`config.mk`:
```
export PLATFORM = sky130hd
export DESIGN_NAME = bbpe_lane
export DESIGN_NICKNAME = d
export VERILOG_FILES = /design/src/rtl/core/bbpe_pkg.sv /design/src/rtl/core/bbpe_lane.sv
export SDC_FILE = /design/constraint.sdc
export NUM_CORES = 2
export LEC_CHECK = 0
export ABC_AREA = 1
export BUFFER_PORTS_ARGS = -buffer_cell sky130_fd_sc_hd__buf_2
export CORE_ASPECT_RATIO = 1.4
export CORE_MARGIN = 3
export CORE_UTILIZATION = 56
export DETAILED_ROUTE_END_ITERATION = 10
export GPL_TIMING_DRIVEN = 0
export PLACE_DENSITY = 0.72
export SLEW_MARGIN = 40
export SYNTH_ARGS = -nofsm -noshare
export SYNTH_HDL_FRONTEND = slang
export SYNTH_SLANG_ARGS = --single-unit
```
`constraint.sdc`:
```
create_clock -name clk -period 9.46 [get_ports clk]
set_clock_uncertainty 0.05 [all_clocks]
set_input_delay 0.946 -clock clk [delete_from_list [all_inputs] [get_ports clk]]
set_output_delay 0.946 -clock clk [all_outputs]
set_load 0.005 [all_outputs]
```
`src/rtl/core/bbpe_pkg.sv`:
```
// ============================================================================
// bbpe_pkg
// Shared widths, codes and types of the bicubic Bezier patch evaluator.
// ============================================================================
package bbpe_pkg;

  localparam int PARAM_FRAC_BITS = 15;
  localparam int PARAM_W         = 16;
  localparam int COORD_W         = 32;

  localparam int GRID_DIM = 4;
  localparam int GRID_N   = GRID_DIM * GRID_DIM;
  localparam int ADDR_W   = $clog2(GRID_N);
  localparam int SEL_W    = $clog2(GRID_DIM);

  // weight pipeline
  localparam int PV_W   = PARAM_FRAC_BITS + 1;
  localparam int SQ_W   = 2 * PV_W;
  localparam int CUBE_W = 3 * PV_W;
  localparam int BERN_W = CUBE_W + 2;
  localparam int WGT_W  = PARAM_FRAC_BITS + 1;
  localparam logic [PV_W-1:0]   PARAM_ONE = PV_W'(2 ** PARAM_FRAC_BITS);
  localparam logic [BERN_W-1:0] BERN_HALF = BERN_W'(2 ** (2 * PARAM_FRAC_BITS - 1));
  localparam int WGT_WAIT = 2;

  // accumulation lanes
  localparam int PROD_W  = COORD_W + WGT_W + 1;
  localparam int ACC_W   = PROD_W + SEL_W;
  localparam int ROW_W   = ACC_W - PARAM_FRAC_BITS;
  localparam int RPROD_W = ROW_W + WGT_W + 1;
  localparam int TOT_W   = RPROD_W + SEL_W;
  localparam int FIN_W   = TOT_W - PARAM_FRAC_BITS;
  localparam logic signed [ACC_W-1:0] ACC_HALF = ACC_W'(2 ** (PARAM_FRAC_BITS - 1));
  localparam logic signed [TOT_W-1:0] TOT_HALF = TOT_W'(2 ** (PARAM_FRAC_BITS - 1));
  localparam logic [SEL_W-1:0] SEL_LAST = SEL_W'(GRID_DIM - 1);
  localparam logic [SEL_W-1:0] SEL_FIRST = '0;

  // stream layout
  localparam int IN_DATA_W  = 136;
  localparam int OUT_DATA_W = 3 * COORD_W;
  localparam int IN_IDX_LSB = 0;
  localparam int IN_X_LSB   = IN_IDX_LSB + ADDR_W;
  localparam int IN_Y_LSB   = IN_X_LSB + COORD_W;
  localparam int IN_Z_LSB   = IN_Y_LSB + COORD_W;
  localparam int IN_U_LSB   = IN_Z_LSB + COORD_W;
  localparam int IN_V_LSB   = IN_U_LSB + PARAM_W;

  localparam logic REQ_LOAD = 1'b0;
  localparam logic REQ_EVAL = 1'b1;

  typedef logic [WGT_W-1:0] wgt_t;
  typedef wgt_t [GRID_DIM-1:0] wvec_t;
  typedef logic [ADDR_W-1:0] addr_t;

  typedef enum logic [2:0] {
    ST_IDLE,
    ST_WGT,
    ST_SCAN,
    ST_DRAIN,
    ST_HOLD
  } bbpe_state_t;

  typedef struct packed {
    logic             prod_en;
    logic [SEL_W-1:0] col_sel;
    logic             acc_en;
    logic             acc_first;
    logic             row_last;
    logic             rp_en;
    logic [SEL_W-1:0] row_sel;
    logic             tot_en;
    logic             tot_first;
    logic             tot_last;
  } bbpe_ctl_t;

endpackage

```
`src/rtl/core/bbpe_lane.sv`:
```
// ============================================================================
// bbpe_lane
// One coordinate: row pass and column pass multiply-accumulate, then clip.
// ============================================================================
module bbpe_lane (
  input  logic                                clk,
  input  bbpe_pkg::bbpe_ctl_t                 ctl,
  input  logic signed [bbpe_pkg::COORD_W-1:0] coord,
  input  bbpe_pkg::wgt_t                      bv,
  input  bbpe_pkg::wgt_t                      bu,
  output logic        [bbpe_pkg::COORD_W-1:0] result,
  output logic                                sat
);
  import bbpe_pkg::*;

  logic signed [PROD_W-1:0]  prod_r;
  logic signed [ACC_W-1:0]   acc_r;
  logic signed [ACC_W-1:0]   acc_nxt;
  logic signed [ROW_W-1:0]   row_r;
  logic signed [RPROD_W-1:0] rprod_r;
  logic signed [TOT_W-1:0]   tot_r;
  logic signed [TOT_W-1:0]   tot_nxt;
  logic signed [FIN_W-1:0]   fin_r;
  logic [FIN_W-COORD_W:0]    hi;
  logic                      ovf;

  always_comb begin
    acc_nxt = (ctl.acc_first ? ACC_HALF : acc_r) + ACC_W'(prod_r);
    tot_nxt = (ctl.tot_first ? TOT_HALF : tot_r) + TOT_W'(rprod_r);
  end

  always_ff @(posedge clk) begin
    if (ctl.prod_en) begin
      prod_r <= coord * $signed({1'b0, bv});
    end
    if (ctl.acc_en) begin
      acc_r <= acc_nxt;
    end
    if (ctl.acc_en && ctl.row_last) begin
      row_r <= ROW_W'(acc_nxt >>> PARAM_FRAC_BITS);
    end
    if (ctl.rp_en) begin
      rprod_r <= row_r * $signed({1'b0, bu});
    end
    if (ctl.tot_en) begin
      tot_r <= tot_nxt;
    end
    if (ctl.tot_en && ctl.tot_last) begin
      fin_r <= FIN_W'(tot_nxt >>> PARAM_FRAC_BITS);
    end
  end

  // clip to signed 32 bits
  always_comb begin
    hi  = fin_r[FIN_W-1:COORD_W-1];
    ovf = !((&hi) || !(|hi));
    if (ovf) begin
      result = fin_r[FIN_W-1] ? {1'b1, {(COORD_W-1){1'b0}}} : {1'b0, {(COORD_W-1){1'b1}}};
    end else begin
      result = fin_r[COORD_W-1:0];
    end
    sat = ovf;
  end

endmodule

```
After elaboration in Yosys (flattened, before gate mapping)
Index checks and enable logic that the tools add are counted.
{"block": "classes", "n_addsub": 2, "multipliers": 2, "muxes": 4, "reduce_logical": 7}
{"op": "$mux W32", "n": 2}
{"op": "$add A55 B53 Y55", "n": 1}
{"op": "$mux W55", "n": 1}
{"op": "$mul A36 B17 Y53", "n": 1}
{"op": "$add A51 B49 Y51", "n": 1}
{"op": "$mux W51", "n": 1}
{"op": "$mul A32 B17 Y49", "n": 1}
{"op": "$reduce_and A9 Y1", "n": 1}
{"op": "$reduce_or A9 Y1", "n": 1}
{"op": "$logic_and A1 B1 Y1", "n": 2}
{"op": "$logic_not A1 Y1", "n": 2}
{"op": "$logic_or A1 B1 Y1", "n": 1}
{"block": "totals", "regBits": 284, "input_bits": 77, "output_inout_bits": 33, "word_cells": 21}

Depth between registers and ports, before layout
{"block": "logic_depth", "depth_word": 4, "depth_mapped": 29, "ltp_nobuf": 27}

Worst setup path before layout
Ideal clock, no wire load.
{"block": "synth_path", "path_type": "input to register", "start": "input port coord[31] (netlist name)", "end": "register prod_r[46], data pin", "setup_ns": 0.253, "t_arrival_ns": 5.995, "required_ns": 9.157, "setup_slack_ns": 3.162, "cell_stages": 22, "path_cell_list": "clkbuf_1 -> clkbuf_1 -> nand2_1 -> inv_1 -> fa_1 -> fa_1 -> fa_1 -> fa_1 -> inv_1 -> fa_1 -> inv_1 -> fa_1 -> ha_1 -> nand2_1 -> inv_1 -> nand2_1 -> nor3_1 -> nand2_1 -> nor2_1 -> nand2_1 -> nand4_1 -> nand2_1"}
{"block": "synth_between", "elab_chain_len": 1}
{"element": "from (decl)", "line_no": "bbpe_lane.sv:8", "text": "input logic signed [bbpe_pkg::COORD_W-1:0] coord,"}
{"element": "$mul A32 B17 Y49", "line_no": "bbpe_lane.sv:34", "text": "prod_r <= coord * $signed({1'b0, bv});"}
{"element": "to (signal assigned)", "line_no": "bbpe_lane.sv:34"}
{"element": "to (decl)", "line_no": "bbpe_lane.sv:16", "text": "logic signed [PROD_W-1:0] prod_r;"}
Every way passes these cells.
A chain may end at the register's enable or synchronous reset.

Final worst setup path
{"block": "layout_path", "start": "input port bu[3]", "end": "register rprod_r[39], data pin"}
{"block": "layout_between", "elab_chain_len": 1}
{"element": "from (decl)", "line_no": "bbpe_lane.sv:10", "text": "input bbpe_pkg::wgt_t bu,"}
{"element": "$mul A36 B17 Y53", "line_no": "bbpe_lane.sv:43", "text": "rprod_r <= row_r * $signed({1'b0, bu});"}
{"element": "to (signal assigned)", "line_no": "bbpe_lane.sv:43"}
{"element": "to (decl)", "line_no": "bbpe_lane.sv:20", "text": "logic signed [RPROD_W-1:0] rprod_r;"}
Every way passes these cells.

==> results list <==
- Status: finished clean
- Flop and latch count out of synthesis: 284
* Most frequent cells in the layout: 2,775 x sky130_fd_sc_hd__nand2_1, 2,548 x sky130_fd_sc_hd__inv_1, 1,036 x sky130_fd_sc_hd__fa_1
- R2R Setup Slk: 1800 ps
- Final WS setup: 1600 ps
- STA classifies the critical path endpoint as a register.
* Drc violations: 0
- Worst Hold Class: register to register
- Max-cap violations: 0
* CP required: 9680 ps
- Tracing the worst setup path back leads to its startpoint at bu[3].
* Die area: 113,000 sq um
- Top-level I/O count: 110
- Total wire length after detailed routing: 221 mm
- Dominant combinational cell family by area after synthesis: adder cells
* Remaining Overflow, GRT: 0
- The routed design could run at a clock period as short as 7860 ps.
- Capturing point of the worst reg2reg path: rprod_r[47]$_DFFE_PP_
- The first global-routing pass estimated 331 mm of wire.
- For the pin with the worst max-slew slack, the measured transition is 949 ps.
* Synthesized-area fraction occupied by and/or/nand/nor cells: 23.5%
- Launch instance of the worst min-delay path: rprod_r[0]$_DFFE_PP_
- The number of nets in the synthesized netlist is 9,918.
- Clock sink count: 284
- Peak fanout along the critical path: 10
- Summed over all failing endpoints, the final setup total negative slack is 0 ps.
* Final count of negative-setup-slack endpoints: 0
* Average wire per standard cell: 22.0 microns
- Number of nets in the layout: 10,012
- Pin count of the biggest net entering global routing: 54
- The initial antenna violation count is 13.
* Final period utilization: 83.1%
- OpenSTA, run right after detailed placement, puts the worst setup slack at 1250 ps.
* Global-route total usage across every layer: 40.0%
* Die extent in y: 396 microns
- Dividing the detail-routed via count by the number of cells gives 5.25.
* Initial core utilization: 56.7%
- Once detail routing completed, the nets flagged for antenna violations numbered 0.
- Number of clock buffers inserted by TritonCTS: 35
- Layout Area Growth over Synthesis: 5.62%
- STA classifies the critical path startpoint as a primary input.
* Leading cell type in the layout, fill and taps excluded: sky130_fd_sc_hd__nand2_1
- IO Port Bufs: 55
- Of the synthesized area, sequential elements account for 14.0%.
- The critical path ends at rprod_r[39]$_DFFE_PP_.
- Gate count after technology mapping: 8,459
- Number of endpoints with negative hold slack in the final report: 0
- Peak clock frequency supported by timing: 127 MHz
- Warning count from the yosys run: 0
- The largest total area in the synthesized netlist belongs to sky130_fd_sc_hd__fa_1.
- Netlist cell types: 37
- The count of final max-slew check failures was 0.
* Most used flip-flop cell after synthesis: sky130_fd_sc_hd__edfxtp_1
* Arrival time of the worst setup path: 8080 ps
- Yosys mapped a number of flops with a built-in enable equal to 284.
- TritonCTS built the clock tree.
- Detailed placement ended at an HPWL of 187 mm.
- Share of synthesized area spent on multiplexers: 0%
- Clock latency on the worst-skew pair: 590 ps
- Measured in cells, the most critical reg-to-reg path has a length of 22.
- Post-CTS Setup Bufs: 0
- For this block, the via count after detailed routing is 52,706.
- Worst slew margin: 36.8%
- Of the cells placed in the final design, the portion with a size suffix greater than 1 is 3.25%.
- Drt first pass iters: 6
* Root buffer selected by CTS: sky130_fd_sc_hd__clkbuf_16
- Maximum clock path buffer count: 3
- Final core utilization: 59.9%
- Summing every instance area after synthesis gives 61,000 sq um.
- Yosys attributes the largest share of cell area to sky130_fd_sc_hd__fa_1 34%, sky130_fd_sc_hd__nand2_1 17%, sky130_fd_sc_hd__inv_1 16%.
* Placed cell area: 63,100 sq um
- Summing the areas of all compound-gate instances in the mapped netlist gives 2.33% of the synthesized area.
* Maximum level of the CTS H-tree: 2
* Syn avg cell area: 7.21 sq um
- The congestion estimate from routability-driven global placement came to 1.15.
* Core outline area: 107,000 sq um
* Die outline width: 285 microns
* Setup repair after global routing missed its margin: no
- XOR/XNOR share of the synthesized area: 1.59%
* Number of global-route vias before repair: 56,235
* Top cell type's share of synthesized area: 34.0%
- Post-CTS resize count: 0
- RR Startpoint: row_r[35]$_DFFE_PP_
- After the first detailed-routing iteration, the DRC count stood at 4,117.
- After clock tree synthesis, the flow added hold-fix buffers numbering 0.
- Row generation in the floorplan step produced 142 rows.
- Classification of the worst setup path: primary input to register
- After clock tree synthesis, the clock-pin slew on the worst setup and hold paths is 70 ps.
- Post-route cell area: 64,400 sq um
* Ys async rst share: 0%
- Synthesized-area fraction occupied by adder cells: 41.1%
-- cell families (layout without fill, tap and decap cells) --
family / Yosys count / count (layout)
and+or+nand+nor: 3581 / 3581
buffers and inverters: 2833 / 2954
adders and majority gates: 1382 / 1382
DFF: 284 / 284
AOI/OAI and AO/OA: 268 / 268
xor gates and xnor gates: 111 / 111
other: 0 / 12
-- how the worst min path moves through the flow --
| stage | endpoint | slack, ps | depth (start not counted) |
|---|---|---|---|
| 2_1_floorplan | acc_r[0]$_DFFE_PP_ | 480 | 1 |
| 3_5_place_dp | tot_r[0]$_DFFE_PP_ | 520 | 1 |
| 6_report | tot_r[0]$_DFFE_PP_ | 530 | 1 |
| 3_3_place_gp | tot_r[0]$_DFFE_PP_ | 480 | 1 |
| 5_1_grt | tot_r[0]$_DFFE_PP_ | 550 | 1 |
| 4_1_cts | tot_r[0]$_DFFE_PP_ | 530 | 1 |
-- cell type report --
type,count,area [sq um]
Antenna cell,12,30.0
Multi-Input combinational cell,5342,41800
Clock buffer,38,887
Tap cell,1440,1800
Inverter,2566,9630
Timing Repair Buffer,57,328
Fill cell,10189,43100
Clock inverter,26,317
Sequential cell,284,8530
Buffer,267,1060
-- stage by stage --
stage,hold slack [ps],std cells
after global placement,480,9954
final,532,10032
after global routing,553,10022
after floorplan,476,8459
after detailed placement,518,9955
after CTS,534,10019
-- registers in the layout (all words and copies together), names as in the netlist --
register / cells
rprod_r: 53
tot_r: 55
row_r: 36
fin_r: 40
acc_r: 51
prod_r: 49
-- critical path, stage by stage --
cell	delay, ps
sky130_fd_sc_hd__clkbuf_1	660
sky130_fd_sc_hd__clkbuf_1	760
sky130_fd_sc_hd__nand2_1	190
sky130_fd_sc_hd__fa_1	560
sky130_fd_sc_hd__fa_1	530
sky130_fd_sc_hd__fa_1	520
sky130_fd_sc_hd__inv_1	60
sky130_fd_sc_hd__fa_1	490
sky130_fd_sc_hd__fa_1	500
sky130_fd_sc_hd__inv_1	50
sky130_fd_sc_hd__fa_1	470
sky130_fd_sc_hd__inv_1	40
sky130_fd_sc_hd__ha_1	600
sky130_fd_sc_hd__nand2_1	240
sky130_fd_sc_hd__nor2_2	290
sky130_fd_sc_hd__inv_1	70
sky130_fd_sc_hd__o21bai_1	620
sky130_fd_sc_hd__nor2_1	180
sky130_fd_sc_hd__nand4_1	110
sky130_fd_sc_hd__nand2_1	210
-- Yosys cell counts (3+ instances only) --
master and number:
sky130_fd_sc_hd__o21bai_1 13, sky130_fd_sc_hd__a21oi_1 178, sky130_fd_sc_hd__o21ai_1 4, sky130_fd_sc_hd__edfxtp_1 284
sky130_fd_sc_hd__o21ai_0 57, sky130_fd_sc_hd__nor2_4 11, sky130_fd_sc_hd__a21o_1 7, sky130_fd_sc_hd__fa_1 1036
sky130_fd_sc_hd__inv_2 16, sky130_fd_sc_hd__nand3b_1 6, sky130_fd_sc_hd__nand3_1 176, sky130_fd_sc_hd__nand2_2 24
sky130_fd_sc_hd__nor2_1 405, sky130_fd_sc_hd__nand3_2 13, sky130_fd_sc_hd__or2_2 4, sky130_fd_sc_hd__clkbuf_1 266
sky130_fd_sc_hd__xnor2_1 31, sky130_fd_sc_hd__nand4_1 75, sky130_fd_sc_hd__nor3_2 10, sky130_fd_sc_hd__nor3_1 33
sky130_fd_sc_hd__inv_1 2550, sky130_fd_sc_hd__xor2_1 80, sky130_fd_sc_hd__and2_1 8, sky130_fd_sc_hd__a21boi_0 3
sky130_fd_sc_hd__nor2_2 31, sky130_fd_sc_hd__nand2_1 2775, sky130_fd_sc_hd__and2_0 3, sky130_fd_sc_hd__ha_1 346
-- layer usage --
layer / track usage (%) / part of all wire (%) / up-vias
li1: - / - / 24223
met3: 7.95 / 6.7 / 1094
met4: 42.9 / 14 / 6
met2: 71.1 / 50 / 2434
met1: 36.3 / 30 / 24949
met5: 0 / 0.019 / -
Power is not shown: default switching activity piles up to over one toggle a cycle in this logic, so the estimate is an artifact.
