===== src/rtl/core/bbpe_pkg.sv =====
// ============================================================================
// bbpe_pkg
// Shared widths, codes and types of the bicubic Bezier patch evaluator.
// ============================================================================
package bbpe_pkg;

  localparam int PARAM_FRAC_BITS = 15;
  localparam int PARAM_W         = 16;
  localparam int COORD_W         = 32;

  localparam int GRID_DIM = 4;
  localparam int GRID_N   = GRID_DIM * GRID_DIM;
  localparam int ADDR_W   = $clog2(GRID_N);
  localparam int SEL_W    = $clog2(GRID_DIM);

  // weight pipeline
  localparam int PV_W   = PARAM_FRAC_BITS + 1;
  localparam int SQ_W   = 2 * PV_W;
  localparam int CUBE_W = 3 * PV_W;
  localparam int BERN_W = CUBE_W + 2;
  localparam int WGT_W  = PARAM_FRAC_BITS + 1;
  localparam logic [PV_W-1:0]   PARAM_ONE = PV_W'(2 ** PARAM_FRAC_BITS);
  localparam logic [BERN_W-1:0] BERN_HALF = BERN_W'(2 ** (2 * PARAM_FRAC_BITS - 1));
  localparam int WGT_WAIT = 2;

  // accumulation lanes
  localparam int PROD_W  = COORD_W + WGT_W + 1;
  localparam int ACC_W   = PROD_W + SEL_W;
  localparam int ROW_W   = ACC_W - PARAM_FRAC_BITS;
  localparam int RPROD_W = ROW_W + WGT_W + 1;
  localparam int TOT_W   = RPROD_W + SEL_W;
  localparam int FIN_W   = TOT_W - PARAM_FRAC_BITS;
  localparam logic signed [ACC_W-1:0] ACC_HALF = ACC_W'(2 ** (PARAM_FRAC_BITS - 1));
  localparam logic signed [TOT_W-1:0] TOT_HALF = TOT_W'(2 ** (PARAM_FRAC_BITS - 1));
  localparam logic [SEL_W-1:0] SEL_LAST = SEL_W'(GRID_DIM - 1);
  localparam logic [SEL_W-1:0] SEL_FIRST = '0;

  // stream layout
  localparam int IN_DATA_W  = 136;
  localparam int OUT_DATA_W = 3 * COORD_W;
  localparam int IN_IDX_LSB = 0;
  localparam int IN_X_LSB   = IN_IDX_LSB + ADDR_W;
  localparam int IN_Y_LSB   = IN_X_LSB + COORD_W;
  localparam int IN_Z_LSB   = IN_Y_LSB + COORD_W;
  localparam int IN_U_LSB   = IN_Z_LSB + COORD_W;
  localparam int IN_V_LSB   = IN_U_LSB + PARAM_W;

  localparam logic REQ_LOAD = 1'b0;
  localparam logic REQ_EVAL = 1'b1;

  typedef logic [WGT_W-1:0] wgt_t;
  typedef wgt_t [GRID_DIM-1:0] wvec_t;
  typedef logic [ADDR_W-1:0] addr_t;

  typedef enum logic [2:0] {
    ST_IDLE,
    ST_WGT,
    ST_SCAN,
    ST_DRAIN,
    ST_HOLD
  } bbpe_state_t;

  typedef struct packed {
    logic             prod_en;
    logic [SEL_W-1:0] col_sel;
    logic             acc_en;
    logic             acc_first;
    logic             row_last;
    logic             rp_en;
    logic [SEL_W-1:0] row_sel;
    logic             tot_en;
    logic             tot_first;
    logic             tot_last;
  } bbpe_ctl_t;

endpackage


===== src/rtl/core/bbpe_ctrl.sv =====
// ============================================================================
// bbpe_ctrl
// Sequencer: request intake, grid memory scan and stage tags for the lanes.
// ============================================================================
module bbpe_ctrl (
  input  logic                clk,
  input  logic                rst_n,
  input  logic                in_valid,
  input  logic                in_kind,
  input  logic                out_free,
  output logic                in_ready,
  output logic                rd_en,
  output bbpe_pkg::addr_t     rd_addr,
  output bbpe_pkg::bbpe_ctl_t ctl,
  output logic                load_out
);
  import bbpe_pkg::*;

  bbpe_state_t state_r;
  bbpe_state_t state_nxt;
  addr_t       cnt_r;
  addr_t       cnt_nxt;
  logic        accept_eval;

  logic        s1_vld_r;
  addr_t       s1_idx_r;
  logic        s2_vld_r;
  addr_t       s2_idx_r;
  logic        s3_vld_r;
  logic [SEL_W-1:0] s3_i_r;
  logic        s4_vld_r;
  logic [SEL_W-1:0] s4_i_r;

  assign accept_eval = in_valid && in_ready && (in_kind == REQ_EVAL);

  always_comb begin
    state_nxt = state_r;
    unique case (state_r)
      ST_IDLE: begin
        if (accept_eval) state_nxt = ST_WGT;
      end
      ST_WGT: begin
        if (cnt_r == ADDR_W'(WGT_WAIT - 1)) state_nxt = ST_SCAN;
      end
      ST_SCAN: begin
        if (cnt_r == ADDR_W'(GRID_N - 1)) state_nxt = ST_DRAIN;
      end
      ST_DRAIN: begin
        if (ctl.tot_en && ctl.tot_last) state_nxt = ST_HOLD;
      end
      ST_HOLD: begin
        if (out_free) state_nxt = ST_IDLE;
      end
      default: state_nxt = ST_IDLE;
    endcase
    cnt_nxt = (state_nxt == state_r) ? cnt_r + 1'b1 : '0;
  end

  always_comb begin
    in_ready = (state_r == ST_IDLE);
    rd_en    = (state_r == ST_SCAN);
    rd_addr  = cnt_r;
    load_out = (state_r == ST_HOLD) && out_free;

    ctl.prod_en   = s1_vld_r;
    ctl.col_sel   = s1_idx_r[SEL_W-1:0];
    ctl.acc_en    = s2_vld_r;
    ctl.acc_first = (s2_idx_r[SEL_W-1:0] == SEL_FIRST);
    ctl.row_last  = (s2_idx_r[SEL_W-1:0] == SEL_LAST);
    ctl.rp_en     = s3_vld_r;
    ctl.row_sel   = s3_i_r;
    ctl.tot_en    = s4_vld_r;
    ctl.tot_first = (s4_i_r == SEL_FIRST);
    ctl.tot_last  = (s4_i_r == SEL_LAST);
  end

  always_ff @(posedge clk) begin
    if (!rst_n) begin
      state_r  <= ST_IDLE;
      cnt_r    <= '0;
      s1_vld_r <= 1'b0;
      s2_vld_r <= 1'b0;
      s3_vld_r <= 1'b0;
      s4_vld_r <= 1'b0;
    end else begin
      state_r  <= state_nxt;
      cnt_r    <= cnt_nxt;
      s1_vld_r <= rd_en;
      s2_vld_r <= s1_vld_r;
      s3_vld_r <= s2_vld_r && (s2_idx_r[SEL_W-1:0] == SEL_LAST);
      s4_vld_r <= s3_vld_r;
    end
  end

  always_ff @(posedge clk) begin
    s1_idx_r <= cnt_r;
    s2_idx_r <= s1_idx_r;
    s3_i_r   <= s2_idx_r[ADDR_W-1:SEL_W];
    s4_i_r   <= s3_i_r;
  end

  a_idle_quiet: assert property (@(posedge clk) disable iff (!rst_n)
    in_ready |-> !(s1_vld_r || s2_vld_r || s3_vld_r || s4_vld_r))
    else $error("pipeline busy while taking requests");

  a_row_tags: assert property (@(posedge clk) disable iff (!rst_n)
    $onehot0({s3_vld_r, s4_vld_r}))
    else $error("row stages overlap");

  a_hold_after_last: assert property (@(posedge clk) disable iff (!rst_n)
    ctl.tot_en && ctl.tot_last |=> state_r == ST_HOLD)
    else $error("final row did not end evaluation");

  a_scan_len: assert property (@(posedge clk) disable iff (!rst_n)
    state_r == ST_SCAN && cnt_r == '0 |->
      ##15 (state_r == ST_SCAN && cnt_r == ADDR_W'(GRID_N - 1)))
    else $error("grid scan length wrong");

endmodule

===== config.mk =====
export PLATFORM = sky130hd
export DESIGN_NAME = bbpe_ctrl
export DESIGN_NICKNAME = d
export VERILOG_FILES = /design/src/rtl/core/bbpe_pkg.sv /design/src/rtl/core/bbpe_ctrl.sv
export SDC_FILE = /design/constraint.sdc
export NUM_CORES = 1
export LEC_CHECK = 0
export BUFFER_PORTS_ARGS = -buffer_cell sky130_fd_sc_hd__clkbuf_2
export CORE_MARGIN = 2
export CORE_UTILIZATION = 45
export CTS_BUF_LIST = sky130_fd_sc_hd__clkbuf_2 sky130_fd_sc_hd__clkbuf_4 sky130_fd_sc_hd__clkbuf_8
export CTS_CLUSTER_DIAMETER = 120
export DETAILED_ROUTE_END_ITERATION = 16
export PLACE_DENSITY = 0.71
export RECOVER_POWER = 100
export SKIP_LAST_GASP = 1
export SYNTH_ARGS = -nofsm -noshare
export SYNTH_HDL_FRONTEND = slang
export SYNTH_SLANG_ARGS = --single-unit
export TNS_END_PERCENT = 1

===== constraint.sdc =====
create_clock -name clk -period 1.95 [get_ports clk]
set_input_delay 0.39 -clock clk [delete_from_list [all_inputs] [get_ports clk]]
set_output_delay 0.39 -clock clk [all_outputs]
set_load 0.05 [all_outputs]

Yosys cells after proc, flatten, opt, wreduce, memory -nomap -nowiden:

Cells that the tools add are included.

* register bits: 23
* bits of input ports: 5
* output and inout bits: 19
* logic and storage cells: 35

* add/sub/neg operators: 1
* equal/unequal tests: 9
* mux-type cells: 6
* reduce and logical (&&, ||, !) cells: 9

Operators with widths (count)
* $mux 3: 5
* $pmux 3 s5: 1
* $eq 3x2->1 const B: 2
* $logic_and 1x1->1: 5
* $add 4x1->4 const B: 1
* $eq 2x2->1 const B: 2
* $eq 4x1->1 const B: 1
* $eq 4x4->1 const B: 1
* $logic_not 2->1: 2
* $eq 3x1->1 const B: 1
* $eq 3x3->1: 1
* $eq 3x3->1 const B: 1
* $logic_not 3->1: 1
* $reduce_and 2->1: 1

Depth between registers and ports, before layout:

* word-level depth: 7
* depth in mapped cells: 5
* depth with buffers taken out: 5

Worst setup path after synthesis:

OpenSTA, ideal clock, no wires.

* path kind: reg2out
* from: register state_r[2]
* to: output load_out
* arrival time: 2133 ps
* data required time: 1560 ps
* setup slack: -573 ps
* stages on the path, launching flop included: 3
* buffers on the path: 0
* cell sequence: dfxtp_1 > inv_1 > nor4b_1

* cells in the longest elaborated chain, start to end: 2

RTL lines
* from (decl): line bbpe_ctrl.sv:19 `bbpe_state_t state_r;`
* from (signal assigned): line bbpe_ctrl.sv:86 `state_r <= state_nxt;`
* $eq 3x3->1: line bbpe_ctrl.sv:63 `load_out = (state_r == ST_HOLD) && out_free;`
* $logic_and 1x1->1: line bbpe_ctrl.sv:63
* to (decl): line bbpe_ctrl.sv:15 `output logic load_out`

No other way between the ends.

Worst setup path after layout:

* from: register state_r[0]
* to: output in_ready

* cells in the longest elaborated chain, start to end: 1

RTL lines
* $logic_not 3->1: line bbpe_ctrl.sv:60 `in_ready = (state_r == ST_IDLE);`
* to (decl): line bbpe_ctrl.sv:11 `output logic in_ready,`

No other way between the ends.

==> results by group <==
Run status
  – Run status: completed

Drt
  – DRC violation count after routing: 0
  – Routed wire length per instance: 12.12 µm
  – Detailed Routing Iterations Pass 1: 4
  – Number of nets still failing antenna checks after routing: 0
  – Detailed-route vias per instance: 5.017
  – Final Routed Wirelength: 1.430 mm
  – First DRT Iteration DRCs: 3
  – Overall via count from detail_route: 592

Global routing
  – Wire length of the first global-routing pass: 2.021 mm
  – Pin count of the biggest net entering global routing: 13
  – Met1 GRT Util: 16.00%
  – Global-route track usage on met3: 6.923%
  – Met2 track utilization from global routing: 21.37%
  – Total Routing Usage GR: 13.62%
  – Most Used Layer, Global Route: met2
  – Number of antenna violations at the first check in global routing: 0
  – Via count of the first global-routing pass: 484
  – Overflow left after global routing: 0

Floorplanning
  – Vert. Die Dim: 47.13 µm
  – Initial core utilization: 47.96%
  – Area inside the core boundary: 1745 µm²
  – Full die area: 2221 µm²
  – Num ports: 24
  – Rows: 15
  – Width of the die: 47.13 µm

Worst hold path
  – Worst Hold Path EP: s3_i_r[1]
  – Hold path startpoint: s2_idx_r[3]
  – Worst hold-check path type: flop to flop
  – Hold path depth: 0

Finish
  – ANT cells: 0
  – Share of layout cells above drive strength 1: 16.13%
  – Relative area change from synthesis to final layout: 11.06%
  – Number of nets in the finished design: 101
  – Final Cell Area: 929.6 µm²

Power and ir drop
  – Power Dens Cells: 930.4 nW/µm²
  – Peak VDD IR: 0.0004726 V
  – Final total power: 864.9 µW
  – Static power due to leakage: 0.0003518 µW

STA
  – RSZ-0062 raised after global routing: false
  – Crit path time final: 1.811 ns
  – Relative slew margins: 59.41%
  – Clock skew after layout: 0.005870 ns
  – Transition time at the pin with the least slew margin: 0.6114 ns
  – Highest attainable clock frequency: 0.5523 GHz
  – Final Hold Vio Count: 0
  – Final count of negative-setup-slack endpoints: 0
  – Part of the cycle the worst path needs: 92.86%
  – Setup TNS after final layout: 0 ns
  – Max-slew violation count: 0
  – Minimum hold slack: 0.3375 ns

Clocking
  – Clock Path Buffers: 2
  – Maximum level of the CTS H-tree: 1
  – Clock latency of the later-clocked register in the worst-skew pair: 0.30 ns
  – Clock tree from TritonCTS: built
  – CTS clk-pin slew, worst paths: 0.11 ns
  – Total clock buffers created by CTS: 3
  – TritonCTS Sinks: 23
  – Clock tree root driver cell: sky130_fd_sc_hd__clkbuf_4
  – Post-CTS Hold Fix Bufs: 0

Place
  – Placement Cell Area: 928.4 µm²
  – I/O Buffers: 23
  – Half-perimeter wire length after detailed placement: 1.077 mm
  – Weighted congestion reported at the end of routability-driven placement: 0.6868

Flow run
  – Max-cap violations: 0

Synth
  – Average cell area after synthesis: 11.31 µm²
  – Number of flip-flops and latches in the synthesized netlist: 23
  – Synth Net Count: 81
  – Fraction of the yosys area taken by sequential cells: 55.01%
  – Cell count after synthesis: 74
  – Number of unique standard cell types used by synthesis: 27
  – Post-synth design cell area: 837.1 µm²
  – Count of synthesis-stage warnings from yosys: 0

Critical path
  – Worst Path Required: 1.56 ns
  – Category of the worst setup path capture point: primary output
  – Reg-to-Reg Start: rd_addr[0]
  – Critical-path maximum fanout: 9
  – Worst reg2reg endpoint: rd_addr[0]
  – Category of the critical setup timing path: flop to primary output
  – Worst-case register-to-register setup slack: 0.21 ns
  – Arrival time at the worst endpoint: 1.42 ns
  – Reg2Reg Depth: 4
  – Crit path launch type: flop
==> what timing repair did <==
| action | CTS | global route |
|---|---|---|
| setup buffers | 0 | 0 |
| endpoints found under the setup margin | 0 | 1 |
| resized for setup | 0 | 1 |
==> kinds of logic after synthesis <==
family | count (synthesis) | share of synthesized area (%)
AOI/OAI and AO/OA | 11 | 11.06
xor gates and xnor gates | 2 | 2.093
adders and majority gates | 2 | 2.989
buffers and inverters | 12 | 9.117
DFF | 23 | 55.01
and+or+nand+nor | 24 | 19.73
==> layout by cell type (no fill, tap or decap) <==
cell                        instances
sky130_fd_sc_hd__a2111oi_0          4
sky130_fd_sc_hd__a21oi_1            1
sky130_fd_sc_hd__a221o_1            1
sky130_fd_sc_hd__a22oi_1            2
sky130_fd_sc_hd__a32oi_1            1
sky130_fd_sc_hd__a41oi_1            1
sky130_fd_sc_hd__and2_0             2
sky130_fd_sc_hd__and2_1             3
sky130_fd_sc_hd__and2_2             1
sky130_fd_sc_hd__and2b_1            2
sky130_fd_sc_hd__and3_1             2
sky130_fd_sc_hd__clkbuf_1          16
sky130_fd_sc_hd__clkbuf_2           7
sky130_fd_sc_hd__clkbuf_4           4
sky130_fd_sc_hd__dfxtp_1           22
sky130_fd_sc_hd__dfxtp_2            1
sky130_fd_sc_hd__ha_1               2
sky130_fd_sc_hd__inv_1              4
sky130_fd_sc_hd__nand3_1            2
sky130_fd_sc_hd__nand4_1            2
sky130_fd_sc_hd__nor2_1             4
sky130_fd_sc_hd__nor3_1             2
sky130_fd_sc_hd__nor3b_4            1
sky130_fd_sc_hd__nor4b_1            1
sky130_fd_sc_hd__nor4b_2            1
sky130_fd_sc_hd__o21ai_0            1
sky130_fd_sc_hd__or4b_1             1
sky130_fd_sc_hd__xnor2_1            1
sky130_fd_sc_hd__xor2_1             1
==> sequential cells by signal, summed over array words and instances, names as in the netlist <==
name      flops
rd_addr       4
s1_idx_r      4
s1_vld_r      1
s2_idx_r      4
s2_vld_r      1
s3_i_r        2
s3_vld_r      1
s4_i_r        2
s4_vld_r      1
state_r       3
==> cells in the mapped netlist (all sizes together) <==
cell type / instances / area [µm²]
nor4b: 2 / 17.52
a32oi: 1 / 8.760
buf: 8 / 61.30
a41oi: 1 / 8.760
and2: 6 / 38.79
a21oi: 1 / 5.000
a221o: 1 / 10.01
nor3: 2 / 15.01
nor3b: 1 / 18.77
xor2: 1 / 8.760
nor2: 4 / 15.01
nand3: 2 / 10.01
dfxtp: 23 / 460.4
and2b: 2 / 15.01
a22oi: 2 / 15.01
xnor2: 1 / 8.760
a2111oi: 4 / 40.04
ha: 2 / 25.02
and3: 2 / 12.51
nand4: 2 / 12.51
o21ai: 1 / 5.000
or4b: 1 / 10.01
inv: 4 / 15.01
==> routing by layer <==
metal	up-vias	share of wire (%)
li1	300	-
met1	271	48
met2	19	45
met3	2	5.3
met4	0	1.0
met5	-	0
==> per-stage QoR <==
stage | setup slack, ns | util (%) | std cells
global placement | 0.3173 | 53.19 | 114
finish | 0.1393 | 53.26 | 118
global route | 0.02807 | 53.26 | 118
CTS | 0.06171 | 54.91 | 118
detailed placement | 0.2626 | 53.19 | 114
floorplan | 0.1115 | - | 74
==> power by group <==
| part | switching [µW] | internal (µW) | total, µW | leakage, µW |
|---|---|---|---|---|
| combinational | 104 | 30.8 | 135 | 0.000146 |
| sequential | 20.7 | 492 | 512 | 0.000187 |
| clock | 124 | 93.5 | 218 | 0.0000184 |
==> critical path, cell delays in order, from the launching register on <==
cell,delay (ns)
sky130_fd_sc_hd__dfxtp_1,0.43
sky130_fd_sc_hd__nor3_1,0.35
sky130_fd_sc_hd__clkbuf_2,0.34
==> worst max path at each step <==
| stage | startpoint | end | slack (ns) | cells after the start |
|---|---|---|---|---|
| after CTS | state_r[1] | rd_en | 0.06 | 2 |
| after floorplan | state_r[2] | load_out | 0.11 | 2 |
| after global routing | state_r[0] | in_ready | 0.03 | 2 |
| final | state_r[0] | in_ready | 0.14 | 2 |
| after detailed placement | rd_addr[0] | rd_addr[0] | 0.26 | 4 |
| after global placement | rd_addr[0] | rd_addr[2] | 0.32 | 4 |
==> final cells by class <==
cell class | count | area [µm²]
Sequential cell | 23 | 461.7
Multi-Input combinational cell | 39 | 296.5
Clock buffer | 4 | 30.03
Timing Repair Buffer | 23 | 95.09
Fill cell | 180 | 815.8
Tap cell | 25 | 31.28
Inverter | 4 | 15.01
Power figures use the tool's default switching activity.
